$ cat config.mk
export PLATFORM = sky130hd
export DESIGN_NAME = stw_search
export DESIGN_NICKNAME = d
export VERILOG_FILES = /design/src/stw_pkg.sv /design/src/stw_search.sv
export SDC_FILE = /design/constraint.sdc
export NUM_CORES = 1
export LEC_CHECK = 0
export BUFFER_PORTS_ARGS = -buffer_cell sky130_fd_sc_hd__buf_2
export CAP_MARGIN = 0
export CORE_ASPECT_RATIO = 1.75
export CORE_MARGIN = 8
export CORE_UTILIZATION = 50
export DETAILED_ROUTE_END_ITERATION = 10
export PLACE_DENSITY = 0.8
export SYNTH_ARGS = -nofsm -noshare
export SYNTH_HDL_FRONTEND = slang
export SYNTH_SLANG_ARGS = --single-unit
$ cat constraint.sdc
create_clock -name clk_i -period 8.06 [get_ports clk_i]
set_clock_uncertainty 0.1 [all_clocks]
set_input_delay 2.015 -clock clk_i [delete_from_list [all_inputs] [get_ports clk_i]]
set_output_delay 2.015 -clock clk_i [all_outputs]
set_load 0.01 [all_outputs]
$ cat src/stw_pkg.sv
// ----------------------------------------------------------------------------
// stw_pkg
// shared types and constants of the sequential transducer walk
// ----------------------------------------------------------------------------
package stw_pkg;

  // default table geometry
  localparam int unsigned TableDepth = 1024;
  localparam int unsigned LabelBits  = 12;

  // fixed beat field widths
  localparam int unsigned FieldBits = 12;
  localparam int unsigned IndexBits = 10;
  localparam int unsigned CountBits = 11;

  typedef enum logic [0:0] {
    OpLoad  = 1'b0,
    OpApply = 1'b1
  } op_e;

  typedef enum logic [1:0] {
    StIdle,
    StIssue,
    StCompare,
    StDone
  } state_e;

  typedef struct packed {
    logic [0:0]           operation;
    logic [IndexBits-1:0] arc_index;
    logic [FieldBits-1:0] arc_source;
    logic [FieldBits-1:0] arc_input_label;
    logic [FieldBits-1:0] arc_output_label;
    logic [FieldBits-1:0] arc_target;
    logic [FieldBits-1:0] symbol;
    logic                 first_of_string;
  } in_beat_t;

  typedef struct packed {
    logic [FieldBits-1:0] out_symbol;
    logic                 found;
    logic [FieldBits-1:0] next_state;
  } out_beat_t;

endpackage

$ cat src/stw_search.sv
// ----------------------------------------------------------------------------
// stw_search
// binary search sequencer with one shared key compare, holds the current state
// ----------------------------------------------------------------------------
module stw_search #(
  parameter int unsigned TableDepth = stw_pkg::TableDepth,
  parameter int unsigned LabelBits  = stw_pkg::LabelBits,
  localparam int unsigned AddrBits  = $clog2(TableDepth),
  localparam int unsigned CntBits   = $clog2(TableDepth + 1)
) (
  input  logic                              clk_i,
  input  logic                              rst_ni,
  input  logic                              start_i,
  input  logic                              first_i,
  input  logic [stw_pkg::FieldBits-1:0]     symbol_i,
  input  logic [CntBits-1:0]                hi_init_i,
  output logic                              busy_o,
  output logic                              rd_en_o,
  output logic [AddrBits-1:0]               rd_addr_o,
  input  logic [4*LabelBits-1:0]            rd_data_i,
  output logic                              res_valid_o,
  input  logic                              res_ready_i,
  output stw_pkg::out_beat_t                res_o
);

  stw_pkg::state_e state_q, state_d;

  logic [CntBits-1:0]   lo_q, lo_d, hi_q, hi_d, mid_q, mid_d;
  logic [LabelBits-1:0] cur_q, cur_d, sym_q, sym_d, rsym_q, rsym_d;
  logic                 rfound_q, rfound_d;

  logic [LabelBits-1:0]   ent_src, ent_in, ent_out, ent_dst;
  logic [2*LabelBits-1:0] ent_key, probe_key;
  logic                   key_eq, key_lt;

  function automatic logic [CntBits-1:0] mid_of(input logic [CntBits-1:0] a,
                                                input logic [CntBits-1:0] b);
    logic [CntBits:0] s;
    s = {1'b0, a} + {1'b0, b};
    return s[CntBits:1];
  endfunction

  // entry fields: source, input label, output label, target
  assign ent_src = rd_data_i[4*LabelBits-1:3*LabelBits];
  assign ent_in  = rd_data_i[3*LabelBits-1:2*LabelBits];
  assign ent_out = rd_data_i[2*LabelBits-1:LabelBits];
  assign ent_dst = rd_data_i[LabelBits-1:0];

  // shared compare: (source, label) against (state, symbol)
  assign ent_key   = {ent_src, ent_in};
  assign probe_key = {cur_q, sym_q};
  assign key_eq    = (ent_key == probe_key);
  assign key_lt    = (ent_key < probe_key);

  // datapath
  always_comb begin
    lo_d     = lo_q;
    hi_d     = hi_q;
    mid_d    = mid_q;
    cur_d    = cur_q;
    sym_d    = sym_q;
    rsym_d   = rsym_q;
    rfound_d = rfound_q;
    rd_en_o  = 1'b0;
    unique case (state_q)
      stw_pkg::StIdle: begin
        if (start_i) begin
          sym_d    = LabelBits'(symbol_i);
          lo_d     = '0;
          hi_d     = hi_init_i;
          rsym_d   = '0;
          rfound_d = 1'b0;
          if (first_i) begin
            cur_d = '0;
          end
        end
      end
      stw_pkg::StIssue: begin
        mid_d   = mid_of(lo_q, hi_q);
        rd_en_o = (lo_q < hi_q);
      end
      stw_pkg::StCompare: begin
        if (key_eq) begin
          rfound_d = 1'b1;
          rsym_d   = ent_out;
          cur_d    = ent_dst;
        end else begin
          if (key_lt) begin
            lo_d = mid_q + CntBits'(1);
          end else begin
            hi_d = mid_q;
          end
          mid_d   = mid_of(lo_d, hi_d);
          rd_en_o = (lo_d < hi_d);
        end
      end
      stw_pkg::StDone: begin
      end
      default: begin
      end
    endcase
  end

  assign rd_addr_o = mid_d[AddrBits-1:0];

  // next state
  always_comb begin
    state_d = state_q;
    unique case (state_q)
      stw_pkg::StIdle:    if (start_i) state_d = stw_pkg::StIssue;
      stw_pkg::StIssue:   state_d = rd_en_o ? stw_pkg::StCompare : stw_pkg::StDone;
      stw_pkg::StCompare: state_d = rd_en_o ? stw_pkg::StCompare : stw_pkg::StDone;
      stw_pkg::StDone:    if (res_ready_i) state_d = stw_pkg::StIdle;
      default:            state_d = stw_pkg::StIdle;
    endcase
  end

  // outputs
  always_comb begin
    busy_o            = (state_q != stw_pkg::StIdle);
    res_valid_o       = (state_q == stw_pkg::StDone);
    res_o.out_symbol  = stw_pkg::FieldBits'(rsym_q);
    res_o.found       = rfound_q;
    res_o.next_state  = stw_pkg::FieldBits'(cur_q);
  end

  always_ff @(posedge clk_i or negedge rst_ni) begin
    if (!rst_ni) begin
      state_q <= stw_pkg::StIdle;
      cur_q   <= '0;
    end else begin
      state_q <= state_d;
      cur_q   <= cur_d;
    end
  end

  always_ff @(posedge clk_i) begin
    lo_q     <= lo_d;
    hi_q     <= hi_d;
    mid_q    <= mid_d;
    sym_q    <= sym_d;
    rsym_q   <= rsym_d;
    rfound_q <= rfound_d;
  end

endmodule

==> results of run 1 <==
-- area by class of cell --
cell class	count	area, sq um	area share
Sequential cell	72	1992	0.3100
Timing Repair Buffer	134	753.2	0.1172
Antenna cell	4	10.01	0.001558
Tap cell	127	158.9	0.02473
Clock inverter	5	36.28	0.005646
Clock buffer	11	254.0	0.03953
Inverter	65	244.0	0.03797
Multi-Input combinational cell	401	2978	0.4634
-- cell families after synthesis --
group / share of synthesized area
multiplexers: 0.02865
AO/OA/AOI/OAI: 0.1605
XOR/XNOR: 0.03647
buffers and inverters: 0.07317
adder cells (fa/ha/maj): 0.1710
AND/OR/NAND/NOR: 0.1532
flip-flops: 0.3770
-- layer usage --
layer | GRT usage | vias to the layer above | share of wire
li1 | - | 2197 | -
met1 | 0.1909 | 2189 | 0.35
met2 | 0.3667 | 149 | 0.55
met3 | 0.04539 | 48 | 0.049
met4 | 0.1232 | 0 | 0.049
met5 | 0 | - | 0
-- Yosys cell counts (2+ instances only) --
library cell	n
nor2b_1	4
nand4_1	5
a2111oi_0	2
a21oi_1	41
o21bai_1	6
and3_1	3
a21boi_0	3
nand2_1	47
a21o_1	6
o221ai_1	4
edfxtp_1	48
clkbuf_1	15
a221o_1	3
fa_1	2
o211ai_1	2
dfxtp_1	10
inv_1	65
ha_1	69
dfrtp_1	14
o21ai_0	29
xnor2_1	14
a31oi_1	4
nand3_1	11
nor2_1	48
nor3_1	6
buf_4	11
and2_1	24
xor2_1	8
mux2i_1	14
or3_1	2
o21a_1	4
nand2b_1	6
nor3b_1	2
a22oi_1	3
a211oi_1	2
-- stage by stage --
step	power [mW]	hold slack, ns	utilization
after detailed placement	2.385	0.3919	0.5850
after floorplan	1.891	0.4020	-
final	2.836	0.3989	0.6239
after global placement	2.335	0.3843	0.5850
after CTS	2.784	0.4050	0.6132
after global routing	3.047	0.4406	0.6239
-- worst max path at each step --
stage | endpoint | slack [ns] | cells after the start
floorplan | rd_addr_o[7] | 0.16 | 21
global placement | rd_addr_o[9] | 0.17 | 19
detailed placement | rd_addr_o[7] | 0.1 | 20
CTS | rd_addr_o[7] | 0.09 | 20
global route | rd_addr_o[7] | -0.02 | 20
finish | rd_addr_o[7] | 0.13 | 20
-- placed cells by master (no fill, tap or decap), types with 5 or more instances in the layout --
master	Yosys	final
a21o_1	6	6
o21bai_1	6	6
mux2i_1	14	12
nor2_1	48	47
ha_1	69	68
nand2_1	47	47
xor2_1	8	8
buf_2	0	113
clkbuf_16	0	11
dfrtp_1	14	14
inv_1	65	65
edfxtp_1	48	48
nand4_1	5	5
buf_4	11	19
nand2b_1	6	6
and2_1	24	24
o21ai_0	29	27
dfxtp_1	10	10
nor3_1	6	6
a21oi_1	41	40
xnor2_1	14	14
nand3_1	11	11
-- timing repair --
action	4_1_cts	5_1_grt
resized for setup	0	11
setup endpoints to repair	0	3
buffers inserted	0	3
-- tightest hold or removal path, delay by kind of cell, from the launching register on --
family          cells  cell delay (ns)
compound gates      1             0.06
flops               1             0.35
simple gates        1             0.05
-- where the power goes --
group          leakage, nW  internal, mW  total (mW)  switching [mW]
clock network        0.146         0.229       0.387           0.158
logic                 2.14         0.738        1.78            1.04
registers            0.724         0.569       0.670           0.102
total                 3.01          1.54        2.84            1.30
-- sequential cells by signal, indices dropped and copies added (netlist names) --
register	cells
rsym_q	12
mid_q	11
rfound_q	1
lo_q	11
sym_q	12
cur_q	12
hi_q	11
state_q	2
==> summary.md, run 1 <==
| Metric | Value |
|---|---|
| Vias in the first global route | 4628 |
| Routed via count | 4583 |
| 1st-iter DRT viols | 200 |
| Post-synth top area cell | edfxtp_1 |
| Post-synth top area share | 0.2728 |
| Buf/Inv on CP | 3 |
| CTS tree | done |
| H-tree levels | 3 |
| Worst Hold Depth | 2 |
| Maximum vdd drop | 316.5 uV |
| Dpl cells | 795 |
| Clk Latency, worst-skew pair | 0.34 ns |
| Post-Syn Area | 0.005284 sq mm |
| Cell Count, Final, Fillers Out | 819 |
| # port buffers | 113 |
| Largest net degree at the start of global routing | 63 |
| Gate Count Post-Synth | 565 |
| Post-route ant nets | 0 |
| Worst slew pin tran | 1.111 ns |
| Drt pass-1 iters | 5 |
| Worst-path maximum fanout | 4 |
| Tmin final | 7.929 ns |
| Final period util | 0.9838 |
| Top Family by Delay on Critical Path | compound AO/OA/AOI/OAI gates |
| Hold Violations, Final | 0 |
| R2R setup slack | 3.65 ns |
| Die Wd | 93.71 um |
| WL/cell | 17.74 um |
| CTS buffer count | 9 |
| Worst Hold Launch | cur_q[3] |
| TNS Setup | 0 ns |
| Initial Utilization | 0.5130 |
| Crit path launch | rd_data_i[45] |
| CP arrival | 5.81 ns |
| CP Capture Type | output port |
| Net count after synthesis | 712 |
| Hold_buf cts | 0 |
| Vias per inst | 5.596 |
| Routability cong. | 0.9439 |
| Placed cell area | 0.006026 sq mm |
| Max Fclk | 126.1 MHz |
| Critical Path RT | 5.95 ns |
| Most numerous cell on the critical path | a21o_1 |
| Startpoint Class | input port |
| P per Cell Area | 441.3 mW/mm^2 |
| Syn. warnings | 0 |
| Initial antenna violation count | 4 |
| Grt total ovfl | 0 |
| Die area | 0.01424 sq mm |
| CP Cell Sequence | buf_2, ha_1, nand4_1, nor2_1, a221oi_2, o21ai_2, buf_4, or4b_4, and2_2, fa_2, nor2b_1, o21ai_1, nand2b_1, a21o_1, a21o_1, a21o_1, a21oi_2, xnor2_1, a221o_1, buf_2 |
| Hold Path End | cur_q[3] |
| Fraction of registers with async set/reset | 0.1944 |
| Root buf cell | clkbuf_16 |
| Layout Nets | 830 |
| Critical Setup Path Class | input port to output port |
| Post-place setup slack | 0.09950 ns |
| Fraction of layout instances using a drive strength above 1 | 0.2529 |
| First-pass GRT wire length | 22.51 mm |
| FF-to-FF Start | cur_q[7] |
| Fin area | 0.006426 sq mm |
| Area grow syn2layout | 21.62% |
| Max-slew violations | 0 |
| Register area share after synthesis | 0.3770 |
| # DRC | 0 |
| CP max stage cell | or4b_4 |
| Die Span Y | 152.0 um |
| Clock sink total | 72 |
| Number of distinct library cells after synthesis | 63 |
| Longest Clk Path Bufs | 2 |
| Fin worst setup slack | 0.1308 ns |
| Mean post-synth cell area | 9.352 sq um |
| Crit-path max cell delay | 0.48 ns |
| Max cap viols | 0 |
| Post-synth EDFFs | 48 |
| Yosys reg bits | 72 |
| IO Pins | 114 |
| GRT Overall Usage | 0.2000 |
| Outcome | finished, final reports clean |
| Worst reg2reg path endpoint | state_q[0] |
| Post-DP HPWL | 11.34 mm |
| Overall routed net length | 14.53 mm |
| Rows | 49 |
| Area contributors post-synth | edfxtp_1, ha_1, dfrtp_1 |
| HP Class | flop to flop |
| Final setup viols | 0 |
| Reg clk slew, reported paths | 0.06 ns |
| Fillers | 878 |
| R2r worst-path depth | 20 |
| Static Leak | 3.009 nW |
| Synth Flop Type | edfxtp_1 |
| Core Footprint | 0.01030 sq mm |
| Slew HR | 0.2569 |
Note: power is estimated with default switching activity, not from simulation.
==> run 2, diff against run 1 <==
CORE_MARGIN = 1   (was 8)
==> summary.md, run 2 (synthesized netlist as in run 1, its figures left out) <==
| Metric | Value |
|---|---|
| Maximum vdd drop | 265.9 uV (was 316.5 uV) |
| Most common cell after layout, fill and taps aside | buf_2 (unchanged) |
| Startpoint Class | input port (unchanged) |
| Outcome | finished, final reports clean (unchanged) |
| Core Util, Final | 0.6282 (was 0.6239) |
| CTS tree | done (unchanged) |
| Final period util | 0.9765 (was 0.9838) |
| Routability cong. | 0.9555 (was 0.9439) |
| Layout Nets | 834 (was 830) |
| FF/Latch Area | 0.001992 sq mm (unchanged) |
| Slew HR | 0.2135 (was 0.2569) |
| Vias in the first global route | 4773 (was 4628) |
| Worst-path maximum fanout | 10 (was 4) |
| Core Footprint | 0.01030 sq mm (unchanged) |
| Buf/Inv on CP | 4 (was 3) |
| # DRC | 0 (unchanged) |
| Hold Violations, Final | 0 (unchanged) |
| Max-slew violations | 0 (unchanged) |
| # port buffers | 113 (unchanged) |
| Area of the multi-input gates | 0.002970 sq mm (was 0.002978 sq mm) |
| Area grow syn2layout | 22.45% (was 21.62%) |
| GRT Overall Usage | 0.2599 (was 0.2000) |
| Tmin final | 7.870 ns (was 7.929 ns) |
| Critical Setup Path Class | input port to output port (unchanged) |
| H-tree levels | 3 (unchanged) |
| Grt total ovfl | 0 (unchanged) |
| Worst slew pin tran | 1.175 ns (was 1.111 ns) |
| Met2 usage | 0.4905 (was 0.3667) |
| CP arrival | 5.76 ns (was 5.81 ns) |
| Vias per inst | 5.531 (was 5.596) |
| Root buf cell | clkbuf_16 (unchanged) |
| GR Layer Usage met1 | 0.2530 (was 0.1909) |
| Critical Path RT | 5.95 ns (about the same) |
| Fraction of layout instances using a drive strength above 1 | 0.2587 (was 0.2529) |
| Longest Clk Path Bufs | 2 (unchanged) |
| Biggest regs | cur_q (12), rsym_q (12), sym_q (12) (unchanged) |
| Clock sink total | 72 (unchanged) |
| Largest net degree at the start of global routing | 63 (unchanged) |
| Post-route ant nets | 0 (unchanged) |
| Post-DP HPWL | 10.56 mm (was 11.34 mm) |
| Commonest non-fill, non-tap cells in the layout | buf_2, ha_1, inv_1 (unchanged) |
| Rows | 49 (unchanged) |
| Cell Count, Final, Fillers Out | 819 (unchanged) |
| Final setup viols | 0 (unchanged) |
| WL/cell | 16.64 um (was 17.74 um) |
| Met3 GRT Util | 0.04737 (was 0.04539) |
| Die area | 0.01100 sq mm (was 0.01424 sq mm) |
| CTS buffer count | 9 (unchanged) |
| CP Capture Type | output port (unchanged) |
| RSZ-0062 raised after global routing | yes |
| Ant diodes | 0 (was 4) |
| HP Class | flop to flop (unchanged) |
| GRT Max-Usage Layer | met2 (unchanged) |
| Initial antenna violation count | 0 (was 4) |
| Routed via count | 4530 (was 4583) |
| Dpl cells | 801 (was 795) |
| 1st-iter DRT viols | 259 (was 200) |
| Max Fclk | 127.1 MHz (was 126.1 MHz) |
| First-pass GRT wire length | 21.60 mm (was 22.51 mm) |
| Die Span Y | 138.0 um (was 152.0 um) |
| CP max stage cell | o311a_4 (was or4b_4) |
| Drt pass-1 iters | 4 (was 5) |
| CP Cell Sequence | buf_2, ha_1, nor2b_4, o211ai_2, a21oi_2, o311a_4, nor2_4, buf_12, mux2i_2, inv_1, ha_2, nand2b_1, a21oi_1, o21bai_1, a21oi_1, nor2_1, o21bai_1, a221o_1, a31oi_2, buf_2 (was buf_2, ha_1, nand4_1, nor2_1, a221oi_2, o21ai_2, buf_4, or4b_4, and2_2, fa_2, nor2b_1, o21ai_1, nand2b_1, a21o_1, a21o_1, a21o_1, a21oi_2, xnor2_1, a221o_1, buf_2) |
| Reg clk slew, reported paths | 0.06 ns (about the same) |
| Static Leak | 3.039 nW (was 3.009 nW) |
| Die Wd | 79.71 um (was 93.71 um) |
| Clk Latency, worst-skew pair | 0.34 ns (about the same) |
| Max cap viols | 0 (unchanged) |
| Initial Utilization | 0.5130 (unchanged) |
| Top Family by Delay on Critical Path | compound AO/OA/AOI/OAI gates (unchanged) |
| P per Cell Area | 446.0 mW/mm^2 (was 441.3 mW/mm^2) |
| Overall routed net length | 13.63 mm (was 14.53 mm) |
| Fillers | 872 (was 878) |
| Crit-path max cell delay | 0.41 ns (was 0.48 ns) |
| IO Pins | 114 (unchanged) |
-- run 2: cell count changes in the layout (fill, tap and decap cells not counted), sizes merged --
cell    delta
buf        +4
diode      -4
clkinv     -1
clkbuf     +1
-- run 2: power breakdown --
part	total [mW]	leakage, nW	switching, mW	internal, mW
sequential	0.670	0.724	0.102	0.568
combinational	1.81	2.16	1.04	0.769
clock	0.411	0.155	0.162	0.249
-- run 2: repair_timing --
action | in CTS | in global routing
setup endpoints to repair | 0 | 3
hold buffers | 0 | 0
gates resized for setup | 0 | 12
buffers inserted | 0 | 1
-- run 2: per-layer routing --
| layer | part of all wire | vias up | routed length, um |
|---|---|---|---|
| met5 | 0 | - | 0 |
| met4 | 0.048 | 0 | 657 |
| met3 | 0.047 | 52 | 642 |
| met2 | 0.54 | 140 | 7407 |
| met1 | 0.36 | 2137 | 4923 |
| li1 | - | 2201 | - |
-- run 2: per-stage QoR --
stage	setup TNS (ns)	power [mW]	area [sq um]	hold WS [ns]	setup WS (ns)
finish	0	2.886	6470	0.4134	0.1897
global route	-0.01094	3.111	6470	0.4449	-0.01094
CTS	0	2.836	6371	0.4145	0.1388
detailed placement	0	2.412	6062	0.4017	0.1813
global placement	0	2.362	6062	0.3900	0.2437
floorplan	0	1.891	5285	0.4020	0.1622
-- run 2: area by class of cell --
| type | instances | area share |
|---|---|---|
| Multi-Input combinational cell | 401 | 0.4591 |
| Sequential cell | 72 | 0.3079 |
| Timing Repair Buffer | 138 | 0.1230 |
| Clock buffer | 12 | 0.04313 |
| Inverter | 65 | 0.03771 |
| Tap cell | 127 | 0.02456 |
| Clock inverter | 4 | 0.004641 |
-- run 2: path summary, 6_finish.rpt --
check | startpoint | end | slack, ns | depth (start not counted)
min in group asynchronous | rst_ni | cur_q[5] | 1.46 | 1
worst min-delay path | cur_q[4] | cur_q[4] | 0.41 | 2
worst max register to register | cur_q[7] | state_q[0] | 3.71 | 20
worst max-delay path | rd_data_i[25] | rd_en_o | 0.19 | 20
worst min register to register | cur_q[4] | cur_q[4] | 0.41 | 2
max in group asynchronous | rst_ni | state_q[1] | 6.16 | 1
-- run 2: worst reg2reg max path, cell delays in order, from the launching register on --
cell	delay [ns]
dfrtp_1	0.37
inv_1	0.06
ha_1	0.31
nand4_1	0.20
nor4_4	0.33
o311a_4	0.29
nor2_4	0.06
buf_12	0.13
clkbuf_16	0.16
a21oi_1	0.24
ha_2	0.37
nand2b_1	0.17
a21oi_1	0.15
o21bai_1	0.09
a21oi_1	0.18
nor2_1	0.09
o21bai_1	0.18
a221o_1	0.19
a31oi_2	0.12
buf_4	0.16
o32ai_1	0.29
==> run 3, diff against run 2 <==
==> constraint.sdc (replaced) <==
create_clock -name clk_i -period 8.06 [get_ports clk_i]
set_clock_uncertainty 0.1 [all_clocks]
set_input_delay 0.403 -clock clk_i [delete_from_list [all_inputs] [get_ports clk_i]]
set_output_delay 0.403 -clock clk_i [all_outputs]
set_load 0.01 [all_outputs]
==> summary.md, run 3 (synthesized netlist as in run 1, its figures left out) <==
| Metric | Value |
|---|---|
| Total power | 2.714 mW (was 2.886 mW) |
| Max cap viols | 0 (unchanged) |
| Area grow syn2layout | 17.36% (was 22.45%) |
| Placed cell area | 0.005899 sq mm (was 0.006062 sq mm) |
| Fin worst setup slack | 2.570 ns (was 0.1897 ns) |
| Outcome | finished, final reports clean (unchanged) |
| Layout Nets | 813 (was 834) |
| TNS Setup | 0 ns (unchanged) |
| Root buf cell | clkbuf_16 (unchanged) |
| Drt pass-1 iters | 4 (unchanged) |
| CP Capture Type | output port (unchanged) |
| Die area | 0.01100 sq mm (unchanged) |
| IO Pins | 114 (unchanged) |
| CTS tree | done (unchanged) |
| Vias in the first global route | 4797 (was 4773) |
| Fraction of layout instances using a drive strength above 1 | 0.2191 (was 0.2587) |
| Worst slew pin tran | 1.093 ns (was 1.175 ns) |
| R2R setup slack | 3.33 ns (was 3.71 ns) |
| Switching power | 1.265 mW (was 1.301 mW) |
| Max-slew violations | 0 (unchanged) |
| Clk Latency, worst-skew pair | 0.34 ns (about the same) |
| Power Internal | 1.449 mW (was 1.585 mW) |
| Worst-path maximum fanout | 31 (was 10) |
| Critical Path RT | 7.56 ns (was 5.95 ns) |
| Rows | 49 (unchanged) |
| Post-CTS setup buffers | 0 (unchanged) |
| RSZ-0062 raised after global routing | no (was yes) |
| Startpoint Class | flop (was input port) |
| Worst hold margin | 0.1381 ns (was 0.4134 ns) |
| First-pass GRT wire length | 21.88 mm (was 21.60 mm) |
| Final period util | 0.6812 (was 0.9765) |
| Longest Clk Path Bufs | 2 (unchanged) |
| Tmin final | 5.490 ns (was 7.870 ns) |
| Core Footprint | 0.01030 sq mm (unchanged) |
| P per Cell Area | 437.7 mW/mm^2 (was 446.0 mW/mm^2) |
| Biggest regs | cur_q (12), rsym_q (12), sym_q (12) (unchanged) |
| Initial antenna violation count | 1 (was 0) |
| GRT Overall Usage | 0.2619 (was 0.2599) |
| Gate power share | 0.610 (was 0.626) |
| Vias per inst | 5.584 (was 5.531) |
| Die Span Y | 138.0 um (unchanged) |
| Die Wd | 79.71 um (unchanged) |
| CP arrival | 4.99 ns (was 5.76 ns) |
| Post-route ant nets | 0 (unchanged) |
| Initial Utilization | 0.5130 (unchanged) |
| Post-place setup slack | 2.944 ns (was 0.1813 ns) |
| Switching Fraction | 0.4661 (was 0.4508) |
| Routed via count | 4462 (was 4530) |
| Critical Setup Path Class | flop to output port (was input port to output port) |
| Grt total ovfl | 0 (unchanged) |
| Largest net degree at the start of global routing | 63 (unchanged) |
| 1st-iter DRT viols | 197 (was 259) |
| Static Leak | 2.903 nW (was 3.039 nW) |
| # DRC | 0 (unchanged) |
| Final setup viols | 0 (unchanged) |
| HP Class | input port to flop (was flop to flop) |
| Sequential share of power | 0.247 (was 0.232) |
| Hold Violations, Final | 0 (unchanged) |
| Clock sink total | 72 (unchanged) |
| Reg clk slew, reported paths | 0.06 ns (about the same) |
| H-tree levels | 3 (unchanged) |
| Most common cell after layout, fill and taps aside | buf_2 (unchanged) |
| # port buffers | 113 (unchanged) |
| Routability cong. | 0.9581 (was 0.9555) |
| Max Fclk | 182.1 MHz (was 127.1 MHz) |
| Overall routed net length | 13.62 mm (was 13.63 mm) |
| CTS buffer count | 9 (unchanged) |
| Post-DP HPWL | 10.41 mm (was 10.56 mm) |
| Maximum vdd drop | 232.3 uV (was 265.9 uV) |
| Commonest non-fill, non-tap cells in the layout | buf_2, ha_1, inv_1 (unchanged) |
| WL/cell | 17.05 um (was 16.64 um) |
| Fin area | 0.006201 sq mm (was 0.006470 sq mm) |
| Slew HR | 0.2685 (was 0.2135) |
| Power share of the clock group | 0.143 (was 0.142) |
run 3: power by group through the flow:
stage,registers (mW),logic [mW],clock network [mW]
final,0.671,1.66,0.388
after global placement,0.665,1.56,0
after CTS,0.668,1.63,0.393
after detailed placement,0.673,1.61,0
after floorplan,0.665,1.23,0
after global routing,0.687,1.82,0.412
run 3: what timing repair did:
item                      4_1_cts  5_1_grt
hold endpoints to repair       14        0
hold buffers                    1        0
resized for setup               0        0
run 3: metal layers:
layer | GRT usage | part of all wire | wire length, um | vias up
met5 | 0 | 0 | 0 | -
met1 | 0.2475 | 0.35 | 4789 | 2084
met3 | 0.04934 | 0.042 | 568 | 71
met4 | 0.2000 | 0.064 | 866 | 0
li1 | - | - | - | 2155
met2 | 0.4858 | 0.54 | 7397 | 152
run 3: critical path, stage by stage, from the launching register on:
cell      delay (ns)
dfrtp_1         0.38
inv_1           0.08
ha_1            0.33
nand4_1         0.18
nor4_2          0.56
o311a_4         0.34
nor2_2          0.04
buf_4           0.27
mux2i_1         0.28
inv_1           0.08
ha_1            0.38
nor2b_1         0.17
o21ai_0         0.14
nand2b_1        0.10
a21o_1          0.19
a21o_1          0.19
a21o_1          0.20
a21oi_1         0.17
xnor2_1         0.08
a221o_1         0.34
buf_2           0.14
run 3: final timing paths:
check                               endpoint          from  cells past startpoint
worst max-delay path            rd_addr_o[7]     cur_q[10]                     20
worst min-delay path               sym_q[10]  symbol_i[10]                      1
worst max register to register      mid_q[7]     cur_q[10]                     19
worst min register to register      cur_q[4]      cur_q[4]                      2
max in group asynchronous         state_q[0]        rst_ni                      2
min in group asynchronous           cur_q[7]        rst_ni                      2
run 3: cell type report:
type,count,area (sq um)
clock buffer,11,254.0
antenna,1,2.502
tap,127,158.9
fill,911,4099
inverter,65,244.0
sequential,72,1992
timing repair buffer,117,598.1
clock inverter,5,35.03
multi-input combinational,401,2917
run 3: per-stage QoR:
step | instances | util
floorplan | 565 | -
global placement | 781 | 0.5728
detailed placement | 781 | 0.5728
CTS | 798 | 0.6018
global route | 799 | 0.6020
finish | 799 | 0.6020
